==> src/design/assert_macros.svh <==
// assertion macros used by the detector core
`ifndef ASSERT_MACROS_SVH
`define ASSERT_MACROS_SVH

`ifndef SYNTHESIS

`define BDCD_ASSERT(label, clk, rst, prop) \
   label: assert property (@(posedge clk) disable iff (rst) prop) \
      else $error("bdcd assertion failed");

`define BDCD_NEVER(label, clk, rst, cond) \
   label: assert property (@(posedge clk) disable iff (rst) !(cond)) \
      else $error("bdcd forbidden condition seen");

`else

`define BDCD_ASSERT(label, clk, rst, prop)

`define BDCD_NEVER(label, clk, rst, cond)

`endif

`endif

==> src/design/bdcd_pkg.sv <==
// types, codes and reset values for the button debounce and click detector
`timescale 1ns / 1ps

package bdcd_pkg;

   typedef enum logic [4:0] {
      PH_IDLE      = 5'b00001,
      PH_PRESSING  = 5'b00010,
      PH_PRESSED   = 5'b00100,
      PH_RELEASING = 5'b01000,
      PH_WAIT      = 5'b10000
   } phase_type;

   typedef enum logic [2:0] {
      EV_NONE     = 3'd0,
      EV_PRESSED  = 3'd1,
      EV_RELEASED = 3'd2,
      EV_LONG     = 3'd3,
      EV_REPEAT   = 3'd4,
      EV_CLICK    = 3'd5,
      EV_MULTI    = 3'd6
   } event_type;

   // register indexes on the csr port
   localparam logic [2:0] REG_PRESS_LEVEL     = 3'd0;
   localparam logic [2:0] REG_DEBOUNCE_TIME   = 3'd1;
   localparam logic [2:0] REG_LONG_PRESS_TIME = 3'd2;
   localparam logic [2:0] REG_REPEAT_PERIOD   = 3'd3;
   localparam logic [2:0] REG_MAX_CLICKS      = 3'd4;
   localparam logic [2:0] REG_CLICK_GAP_TIME  = 3'd5;

   localparam int unsigned CSR_ADDR_WIDTH = 5;

   localparam logic        PRESS_LEVEL_RESET     = 1'b1;
   localparam logic [15:0] DEBOUNCE_TIME_RESET   = 16'd20;
   localparam logic [15:0] LONG_PRESS_TIME_RESET = 16'd1500;
   localparam logic [15:0] REPEAT_PERIOD_RESET   = 16'd0;
   localparam logic [7:0]  MAX_CLICKS_RESET      = 8'd1;
   localparam logic [15:0] CLICK_GAP_TIME_RESET  = 16'd300;

   localparam logic [7:0]  CLICK_COUNT_MAX = 8'hFF;

   typedef struct packed {
      logic        press_level;
      logic [15:0] debounce_time;
      logic [15:0] long_press_time;
      logic [15:0] repeat_period;
      logic [7:0]  max_clicks;
      logic [15:0] click_gap_time;
   } cfg_type;

   typedef struct packed {
      phase_type   phase;
      logic [31:0] edge_time;
      logic [31:0] press_start;
      logic        long_done;
      logic [31:0] repeat_deadline;
      logic [7:0]  click_count;
   } state_type;

   typedef struct packed {
      event_type   event_res;
      logic [7:0]  click_total;
      logic        held;
      logic [31:0] hold_duration;
      logic        last;
   } result_type;

   // event for handing over a tap count: none, single click or multi-click
   function automatic event_type click_event(input logic [7:0] count);
      event_type ev;
      ev = EV_NONE;
      if (count == 8'd1) begin
         ev = EV_CLICK;
      end else if (count >= 8'd2) begin
         ev = EV_MULTI;
      end
      return ev;
   endfunction

endpackage

==> src/design/bdcd_fsm.sv <==
// next-state and result logic for one poll of the button
`timescale 1ns / 1ps

module bdcd_fsm
   import bdcd_pkg::*;
(
   input  cfg_type     cfg,
   input  state_type   state_cur,
   input  logic        pin_level,
   input  logic [31:0] now_time,
   output state_type   state_nxt,
   output result_type  res_first,
   output result_type  res_second,
   output logic        two_results
);

   logic        pressed;
   logic [31:0] dt_edge;
   logic [31:0] dt_press;
   logic [31:0] dt_repeat;
   logic [7:0]  count_inc;
   logic        long_hit;
   event_type   ev;
   event_type   ev2;
   logic [7:0]  clicks;
   logic [7:0]  clicks2;
   logic        two;
   logic        held;
   logic [31:0] hold;
   state_type   nxt;

   assign pressed   = (pin_level == cfg.press_level);
   assign dt_edge   = now_time - state_cur.edge_time;
   assign dt_press  = now_time - state_cur.press_start;
   assign dt_repeat = now_time - state_cur.repeat_deadline;
   assign count_inc = (state_cur.click_count != CLICK_COUNT_MAX) ?
                      state_cur.click_count + 8'd1 : state_cur.click_count;
   assign long_hit  = !state_cur.long_done && (cfg.long_press_time != 16'd0) &&
                      (dt_press >= {16'd0, cfg.long_press_time});

   always_comb begin
      nxt     = state_cur;
      ev      = EV_NONE;
      ev2     = EV_NONE;
      clicks  = 8'd0;
      clicks2 = 8'd0;
      two     = 1'b0;
      case (state_cur.phase)
         PH_PRESSING: begin
            if (!pressed) begin
               nxt.phase = PH_IDLE;
            end else if (dt_edge >= {16'd0, cfg.debounce_time}) begin
               nxt.phase       = PH_PRESSED;
               nxt.press_start = now_time;
               nxt.long_done   = 1'b0;
               nxt.repeat_deadline = (cfg.repeat_period != 16'd0) ?
                                     now_time + {16'd0, cfg.repeat_period} : 32'd0;
               ev = EV_PRESSED;
            end
         end
         PH_PRESSED: begin
            if (!pressed) begin
               nxt.phase     = PH_RELEASING;
               nxt.edge_time = now_time;
            end else begin
               if (long_hit) begin
                  nxt.long_done = 1'b1;
                  ev            = EV_LONG;
               end
               // repeat runs only while the deadline is reached (half-range test)
               if (!long_hit && !state_cur.long_done && (cfg.repeat_period != 16'd0) &&
                   (state_cur.repeat_deadline != 32'd0) && !dt_repeat[31]) begin
                  nxt.repeat_deadline = state_cur.repeat_deadline +
                                        {16'd0, cfg.repeat_period};
                  ev = EV_REPEAT;
               end
            end
         end
         PH_RELEASING: begin
            if (pressed) begin
               nxt.phase = PH_PRESSED;
            end else if (dt_edge >= {16'd0, cfg.debounce_time}) begin
               ev = EV_RELEASED;
               if (!state_cur.long_done) begin
                  if (cfg.max_clicks <= 8'd1) begin
                     ev2             = click_event(count_inc);
                     clicks2         = count_inc;
                     two             = (ev2 != EV_NONE);
                     nxt.click_count = 8'd0;
                     nxt.phase       = PH_IDLE;
                  end else begin
                     nxt.click_count = count_inc;
                     nxt.phase       = PH_WAIT;
                     nxt.edge_time   = now_time;
                  end
               end else begin
                  // a long hold ends without a click
                  nxt.click_count = 8'd0;
                  nxt.phase       = PH_IDLE;
               end
            end
         end
         PH_WAIT: begin
            if (pressed) begin
               nxt.phase     = PH_PRESSING;
               nxt.edge_time = now_time;
            end else if (dt_edge >= {16'd0, cfg.click_gap_time}) begin
               ev              = click_event(state_cur.click_count);
               clicks          = state_cur.click_count;
               nxt.click_count = 8'd0;
               nxt.phase       = PH_IDLE;
            end
         end
         default: begin
            // idle, and any stray code behaves as idle
            if (pressed) begin
               nxt.phase     = PH_PRESSING;
               nxt.edge_time = now_time;
            end else begin
               nxt.phase = PH_IDLE;
            end
         end
      endcase
   end

   assign held = (nxt.phase == PH_PRESSED) || (nxt.phase == PH_RELEASING);
   assign hold = held ? (now_time - nxt.press_start) : 32'd0;

   assign state_nxt   = nxt;
   assign two_results = two;

   assign res_first.event_res     = ev;
   assign res_first.click_total   = two ? 8'd0 : clicks;
   assign res_first.held          = held;
   assign res_first.hold_duration = hold;
   assign res_first.last          = !two;

   assign res_second.event_res     = ev2;
   assign res_second.click_total   = clicks2;
   assign res_second.held          = held;
   assign res_second.hold_duration = hold;
   assign res_second.last          = 1'b1;

endmodule

==> src/design/button_debounce_click_detector_core.sv <==
// top level of the button debounce, long-press and multi-click detector
//
//  port group | direction | carries
//  req_*      | in        | one poll item: raw pin level and millisecond timestamp
//  rsp_*      | out       | one or two result items per poll: event, clicks, hold
//  csr_*      | in/out    | apb-style register access, six registers at 4*i
//
// a poll is captured in the input register, then the state update and its
// results go to the output register: one poll per cycle while rsp_stall is
// low and no second item waits. a release that also hands over a click gives a
// second item, held in a spare register, and the input stalls until it is sent.
// reset is synchronous and returns the machine to idle and the registers to
// their defaults. rsp_stall holds the output item and backs up into req_stall.
`timescale 1ns / 1ps
`include "assert_macros.svh"

module button_debounce_click_detector_core
   import bdcd_pkg::*;
(
   input  logic                      clock,
   input  logic                      reset,
   input  logic                      req_valid,
   output logic                      req_stall,
   input  logic                      req_pin_level,
   input  logic [31:0]               req_now_time,
   output logic                      rsp_valid,
   input  logic                      rsp_stall,
   output logic [2:0]                rsp_event_res,
   output logic [7:0]                rsp_click_total,
   output logic                      rsp_held,
   output logic [31:0]               rsp_hold_duration,
   output logic                      rsp_last,
   input  logic                      csr_psel,
   input  logic                      csr_penable,
   input  logic                      csr_pwrite,
   input  logic [CSR_ADDR_WIDTH-1:0] csr_paddr,
   input  logic [31:0]               csr_pwdata,
   output logic [31:0]               csr_prdata,
   output logic                      csr_pready
);

   cfg_type     cfg_ff, cfg_in;
   state_type   state_ff, state_in;
   logic        in_valid_ff, in_valid_in;
   logic        in_pin_ff, in_pin_in;
   logic [31:0] in_now_ff, in_now_in;
   logic        out_valid_ff, out_valid_in;
   result_type  out_ff, out_in;
   logic        pend_valid_ff, pend_valid_in;
   result_type  pend_ff, pend_in;

   state_type   state_nxt;
   result_type  res_first;
   result_type  res_second;
   logic        two_results;
   logic        out_free;
   logic        fire;
   logic        req_take;
   logic        csr_wr;
   logic [2:0]  csr_index;
   logic        out_click;

   // ---------------- register port ----------------
   assign csr_pready = 1'b1;
   assign csr_wr     = csr_psel && csr_penable && csr_pwrite;
   assign csr_index  = csr_paddr[CSR_ADDR_WIDTH-1:2];

   always_comb begin
      cfg_in = cfg_ff;
      if (csr_wr) begin
         case (csr_index)
            REG_PRESS_LEVEL:     cfg_in.press_level     = csr_pwdata[0];
            REG_DEBOUNCE_TIME:   cfg_in.debounce_time   = csr_pwdata[15:0];
            REG_LONG_PRESS_TIME: cfg_in.long_press_time = csr_pwdata[15:0];
            REG_REPEAT_PERIOD:   cfg_in.repeat_period   = csr_pwdata[15:0];
            REG_MAX_CLICKS:      cfg_in.max_clicks      = csr_pwdata[7:0];
            REG_CLICK_GAP_TIME:  cfg_in.click_gap_time  = csr_pwdata[15:0];
            default:             cfg_in = cfg_ff;
         endcase
      end
   end

   always_comb begin
      case (csr_index)
         REG_PRESS_LEVEL:     csr_prdata = {31'd0, cfg_ff.press_level};
         REG_DEBOUNCE_TIME:   csr_prdata = {16'd0, cfg_ff.debounce_time};
         REG_LONG_PRESS_TIME: csr_prdata = {16'd0, cfg_ff.long_press_time};
         REG_REPEAT_PERIOD:   csr_prdata = {16'd0, cfg_ff.repeat_period};
         REG_MAX_CLICKS:      csr_prdata = {24'd0, cfg_ff.max_clicks};
         REG_CLICK_GAP_TIME:  csr_prdata = {16'd0, cfg_ff.click_gap_time};
         default:             csr_prdata = 32'd0;
      endcase
   end

   // ---------------- handshake ----------------
   assign out_free  = !out_valid_ff || !rsp_stall;
   assign fire      = in_valid_ff && out_free && !pend_valid_ff;
   assign req_stall = in_valid_ff && !fire;
   assign req_take  = req_valid && !req_stall;

   assign in_valid_in = req_take ? 1'b1 : (fire ? 1'b0 : in_valid_ff);
   assign in_pin_in   = req_take ? req_pin_level : in_pin_ff;
   assign in_now_in   = req_take ? req_now_time : in_now_ff;

   bdcd_fsm u_fsm (
      .cfg         (cfg_ff),
      .state_cur   (state_ff),
      .pin_level   (in_pin_ff),
      .now_time    (in_now_ff),
      .state_nxt   (state_nxt),
      .res_first   (res_first),
      .res_second  (res_second),
      .two_results (two_results)
   );

   assign state_in = fire ? state_nxt : state_ff;

   // output register with a spare slot for the second item of a poll
   always_comb begin
      out_valid_in  = out_valid_ff;
      out_in        = out_ff;
      pend_valid_in = pend_valid_ff;
      pend_in       = pend_ff;
      if (out_free) begin
         if (pend_valid_ff) begin
            out_valid_in  = 1'b1;
            out_in        = pend_ff;
            pend_valid_in = 1'b0;
         end else if (fire) begin
            out_valid_in  = 1'b1;
            out_in        = res_first;
            pend_valid_in = two_results;
            pend_in       = res_second;
         end else begin
            out_valid_in = 1'b0;
         end
      end
   end

   always_ff @(posedge clock) begin
      if (reset) begin
         cfg_ff.press_level     <= PRESS_LEVEL_RESET;
         cfg_ff.debounce_time   <= DEBOUNCE_TIME_RESET;
         cfg_ff.long_press_time <= LONG_PRESS_TIME_RESET;
         cfg_ff.repeat_period   <= REPEAT_PERIOD_RESET;
         cfg_ff.max_clicks      <= MAX_CLICKS_RESET;
         cfg_ff.click_gap_time  <= CLICK_GAP_TIME_RESET;
         state_ff.phase           <= PH_IDLE;
         state_ff.edge_time       <= 32'd0;
         state_ff.press_start     <= 32'd0;
         state_ff.long_done       <= 1'b0;
         state_ff.repeat_deadline <= 32'd0;
         state_ff.click_count     <= 8'd0;
         in_valid_ff   <= 1'b0;
         out_valid_ff  <= 1'b0;
         pend_valid_ff <= 1'b0;
      end else begin
         cfg_ff        <= cfg_in;
         state_ff      <= state_in;
         in_valid_ff   <= in_valid_in;
         out_valid_ff  <= out_valid_in;
         pend_valid_ff <= pend_valid_in;
      end
   end

   always_ff @(posedge clock) begin
      in_pin_ff <= in_pin_in;
      in_now_ff <= in_now_in;
      out_ff    <= out_in;
      pend_ff   <= pend_in;
   end

   assign rsp_valid         = out_valid_ff;
   assign rsp_event_res     = out_ff.event_res;
   assign rsp_click_total   = out_ff.click_total;
   assign rsp_held          = out_ff.held;
   assign rsp_hold_duration = out_ff.hold_duration;
   assign rsp_last          = out_ff.last;

   // ---------------- checks ----------------
   assign out_click = (out_ff.event_res == EV_CLICK) || (out_ff.event_res == EV_MULTI);

   `BDCD_ASSERT(a_pend_behind_out, clock, reset, pend_valid_ff |-> out_valid_ff)
   `BDCD_ASSERT(a_pend_last_order, clock, reset, pend_valid_ff |-> (!out_ff.last && pend_ff.last))
   `BDCD_ASSERT(a_fire_fills_out, clock, reset, fire |=> out_valid_ff)
   `BDCD_NEVER(a_no_click_while_held, clock, reset, out_valid_ff && out_ff.held && out_click)

endmodule

==> config.mk <==
export PLATFORM = sky130hd
export DESIGN_NAME = button_debounce_click_detector_core
export DESIGN_NICKNAME = d
export VERILOG_FILES = /design/src/design/bdcd_pkg.sv /design/src/design/bdcd_fsm.sv /design/src/design/button_debounce_click_detector_core.sv
export VERILOG_INCLUDE_DIRS = /design/src /design/src/design
export SDC_FILE = /design/constraint.sdc
export NUM_CORES = 1
export LEC_CHECK = 0
export BUFFER_PORTS_ARGS = -buffer_cell sky130_fd_sc_hd__buf_4
export CAP_MARGIN = 20
export CELL_PAD_IN_SITES_DETAIL_PLACEMENT = 0
export CELL_PAD_IN_SITES_GLOBAL_PLACEMENT = 1
export CORE_ASPECT_RATIO = 1.5
export CORE_MARGIN = 4
export CORE_UTILIZATION = 42
export DETAILED_ROUTE_END_ITERATION = 16
export PLACE_DENSITY = 0.79
export SYNTH_ARGS = -nofsm -noshare
export SYNTH_HDL_FRONTEND = slang
export SYNTH_SLANG_ARGS = --single-unit
==> constraint.sdc <==
create_clock -name clock -period 8.6 [get_ports clock]
set_input_delay 0.43 -clock clock [delete_from_list [all_inputs] [get_ports clock]]
set_output_delay 0.43 -clock clock [all_outputs]
set_load 0.05 [all_outputs]
==> summary.md <==
| Metric | Value |
|---|---|
| Net switching power | approximately 0.0012 W |
| Vias per cell | between 5 and 6 |
| Post-CTS resize count | 0 |
| Worst skew pair latency | around 0.54 ns |
| DRT Wirelength | between 70000 and 80000 um |
| Sw Ratio | 0.297 |
| DP HPWL | about 56000 um |
| Critical path class | register to register |
| Synthesized flop and latch total | between 300 and 400 |
| Via count | roughly 21000 |
| Fin Clk Skew | between 0.015 and 0.02 ns |
| Overflow after GRT | 0 |
| CP Data Arrival Time | between 8 and 9 ns |
| Largest net degree at the start of global routing | slightly above 100 |
| Iter 0 DRT Violations | ~1300 |
| Number of antenna violations at the first check in global routing | 0 |
| Final setup vio count | 0 |
| YS warnings | 0 |
| Critical Path RT | a little under 9 ns |
| Core area | between 50000 and 60000 sq um |
| DIE WIDTH | roughly 200 um |
| Post-CTS Setup Repair Bufs | 0 |
| Outcome | completed |
| Initial cell density of the core | 0.424 |
| Area grow syn2layout | 12.9% |
| Post-Route Setup TNS | 0 ns |
| Mapped Area | between 20000 and 25000 sq um |
| Worst slew pin tran | around 1.1 ns |
| CP Launch Type | register |
| Sinks on Clock Net | ~300 |
| Internal Power | around 0.0028 W |
| Main synth FF type | dfxtp_1 |
| Pins Over Slew Limit | 0 |
| Layout Nets | 3198 |
| CTS Buf Count | 35 |
| Total number of H-tree levels | 2 |
| Cell row count | roughly 100 |
| Minimum clock period | 8.05 ns |
| Number of flops mapped to enable cells by yosys | between 100 and 150 |
| Sequential share of power | 0.393 |
| Port Buf Inserts | approximately 120 |
| RePlAce Congestion | about 0.92 |
| Peak supply drop | ~0.16 mV |
| Die area | 58000 sq um |
| GRT Resource Usage Total | 0.241 |
| Slowest cell on crit path | or4_1 |
| IO Count | about 160 |
| Library cells used by synthesis | 95 |
| Power Dens Cells | about 160 nW/um^2 |
| Clock slew at reported path FFs | approximately 0.07 ns |
| P_leak | between 9 and 10 nW |
| Period utilisation layout | 0.936 |
| Multi-input logic area | 14100 sq um |
| Global-route wire length before repair | about 110000 um |
| Crit path largest cell delay | around 0.50 ns |
| Vias in the first global route | between 20000 and 25000 |
| Comb power frac | 0.208 |
| Share of cells above drive strength 1 | 0.101 |
| Die Span Y | 293 um |
| Hold violation total from the final report | 0 |
| Drt pass-1 iters | 5 |
| Clock Tree Root | clkbuf_16 |
| Placed cells | about 3600 |
| Cell count after synthesis | roughly 2800 |
| Layout Cells excl Fill | between 3000 and 4000 |
| Hold Path Class | primary input to register |
| Hold buffers post-CTS | 0 |
| Clock Power Share | 0.399 |
| DR WL/cell | slightly below 20 um |
| CP endpoint kind | register |
| Sequential cell area | 7390 sq um |
| Antenna Cells | 0 |
| RSZ-0062 raised after global routing | no |
| Ys async rst share | 0 |
| Final ANT Viol Nets | 0 |
| CP max FO | 11 |
| CTS Buffer Depth | 3 |
| Slew HR | 0.251 |
| CTS tree | done |
| Post-route DRC | 0 |
| Mean Syn Cell Area | 8.05 sq um |
| Max_cap viols | 0 |
| F_max | about 0.12 GHz |
| Register area share after synthesis | 0.325 |
| Filler cell count in the final layout | between 5000 and 6000 |
## cell usage in the layout (no fill, tap or decap), drive strengths merged, types with 46 or more instances in the layout
| cell | n |
|---|---|
| edfxtp | 122 |
| a21o | 67 |
| nand2 | 415 |
| xnor2 | 61 |
| dfxtp | 186 |
| o21ai | 168 |
| ha | 201 |
| nor2 | 214 |
| a21oi | 277 |
| buf | 185 |
| clkbuf | 51 |
| nand3 | 75 |
| inv | 188 |
| mux2i | 46 |
## final timing paths
kind,endpoint,from,slack (ns),depth (start not counted)
setup reg to reg,rsp_hold_duration[28],in_now_ff[0],0.55,33
hold reg to reg,cfg_ff[65],cfg_ff[65],0.45,2
setup / recovery,rsp_hold_duration[28],in_now_ff[0],0.55,33
hold / removal,in_now_ff[30],req_now_time[30],0.05,1
## logic make-up after synthesis
| kind of cell | synth area share |
|---|---|
| DFF | 0.325 |
| and+or+nand+nor | 0.198 |
| other | 0.000330 |
| buffers and inverters | 0.0601 |
| adders and majority gates | 0.116 |
| xor gates and xnor gates | 0.0389 |
| AOI/OAI and AO/OA | 0.235 |
| muxes | 0.0277 |
## power by group through the flow
stage          Sequential, W  Clock [W]  Combinational, W
6_report             0.00159    0.00161          0.000843
5_1_grt              0.00159    0.00170          0.000924
4_1_cts              0.00159    0.00165          0.000841
3_5_place_dp         0.00162          0          0.000837
3_3_place_gp         0.00162          0          0.000825
2_1_floorplan        0.00167          0          0.000522
## synth_stat cells, types with 9 or more instances
library cell | instances | share of area
buf_1 | 9 | 0.0015
buf_2 | 14 | 0.0031
o21a_1 | 29 | 0.0096
inv_1 | 186 | 0.031
a211oi_1 | 37 | 0.012
ha_1 | 201 | 0.11
nor2b_1 | 32 | 0.0088
a2111oi_0 | 11 | 0.0042
clkbuf_1 | 104 | 0.017
nand2b_1 | 39 | 0.011
xor2_1 | 40 | 0.015
nor4_1 | 22 | 0.0061
a21o_1 | 67 | 0.022
nand3_1 | 75 | 0.017
nand3b_1 | 13 | 0.0043
nor2_1 | 214 | 0.035
mux2_2 | 15 | 0.0074
and3_1 | 16 | 0.0044
xnor2_1 | 61 | 0.023
nand2_1 | 414 | 0.068
buf_4 | 17 | 0.0056
o31ai_1 | 22 | 0.0073
a31oi_1 | 18 | 0.0050
nor3_1 | 41 | 0.0090
o22ai_1 | 12 | 0.0033
edfxtp_1 | 122 | 0.16
mux2i_1 | 46 | 0.020
a21oi_1 | 276 | 0.061
or2_2 | 11 | 0.0030
dfxtp_1 | 186 | 0.16
and2_1 | 18 | 0.0050
a211o_1 | 18 | 0.0069
a22oi_1 | 31 | 0.010
or3_1 | 18 | 0.0050
a21boi_0 | 9 | 0.0030
nand4_1 | 37 | 0.010
o211ai_1 | 27 | 0.0089
o21ai_0 | 165 | 0.036
## registers in the layout (all words and copies together) (netlist names)
signal / count
rsp_click_total: 8
rsp_valid: 1
in_now_ff: 32
rsp_hold_duration: 32
in_valid_ff: 1
pend_valid_ff: 1
rsp_held: 1
in_pin_ff: 1
cfg_ff: 73
rsp_event_res: 3
pend_ff: 44
rsp_last: 1
state_ff: 110
## area by class of cell
cell class | count | share of cell area
inverter | 188 | 0.0275
clock buffer | 51 | 0.0397
sequential | 308 | 0.288
multi-input combinational | 2197 | 0.550
timing repair buffer | 185 | 0.0542
tap | 689 | 0.0336
clock inverter | 12 | 0.00765
## metrics by stage
| step | setup slack, ns | util | power (W) | cell area, sq um | hold slack (ns) |
|---|---|---|---|---|---|
| final | 0.550 | 0.479 | 0.00405 | 25700 | 0.0549 |
| after global routing | 0.152 | 0.479 | 0.00422 | 25700 | 0.0378 |
| after CTS | 0.593 | 0.479 | 0.00408 | 25700 | 0.0277 |
| after detailed placement | 0.619 | 0.456 | 0.00246 | 24500 | 0.446 |
| after global placement | 0.797 | 0.456 | 0.00244 | 24500 | 0.439 |
| after floorplan | 1.06 | - | 0.00219 | 22800 | 0.431 |
## critical path: cells and delay by family, from the launching register on
family / cells / cell delay, ns
AOI/OAI and AO/OA: 16 / 3.28
adders and majority gates: 5 / 1.58
buffers and inverters: 7 / 1.19
and+or+nand+nor: 3 / 0.83
xor gates and xnor gates: 2 / 0.45
DFF: 1 / 0.40
## per-layer routing
metal,up-vias,global-route usage,share of wire
met5,-,0,0
met4,0,0.0954,0.042
met3,160,0.0268,0.043
met2,588,0.438,0.51
met1,9962,0.289,0.41
li1,10309,-,-
(Power assumes the default switching activity.)
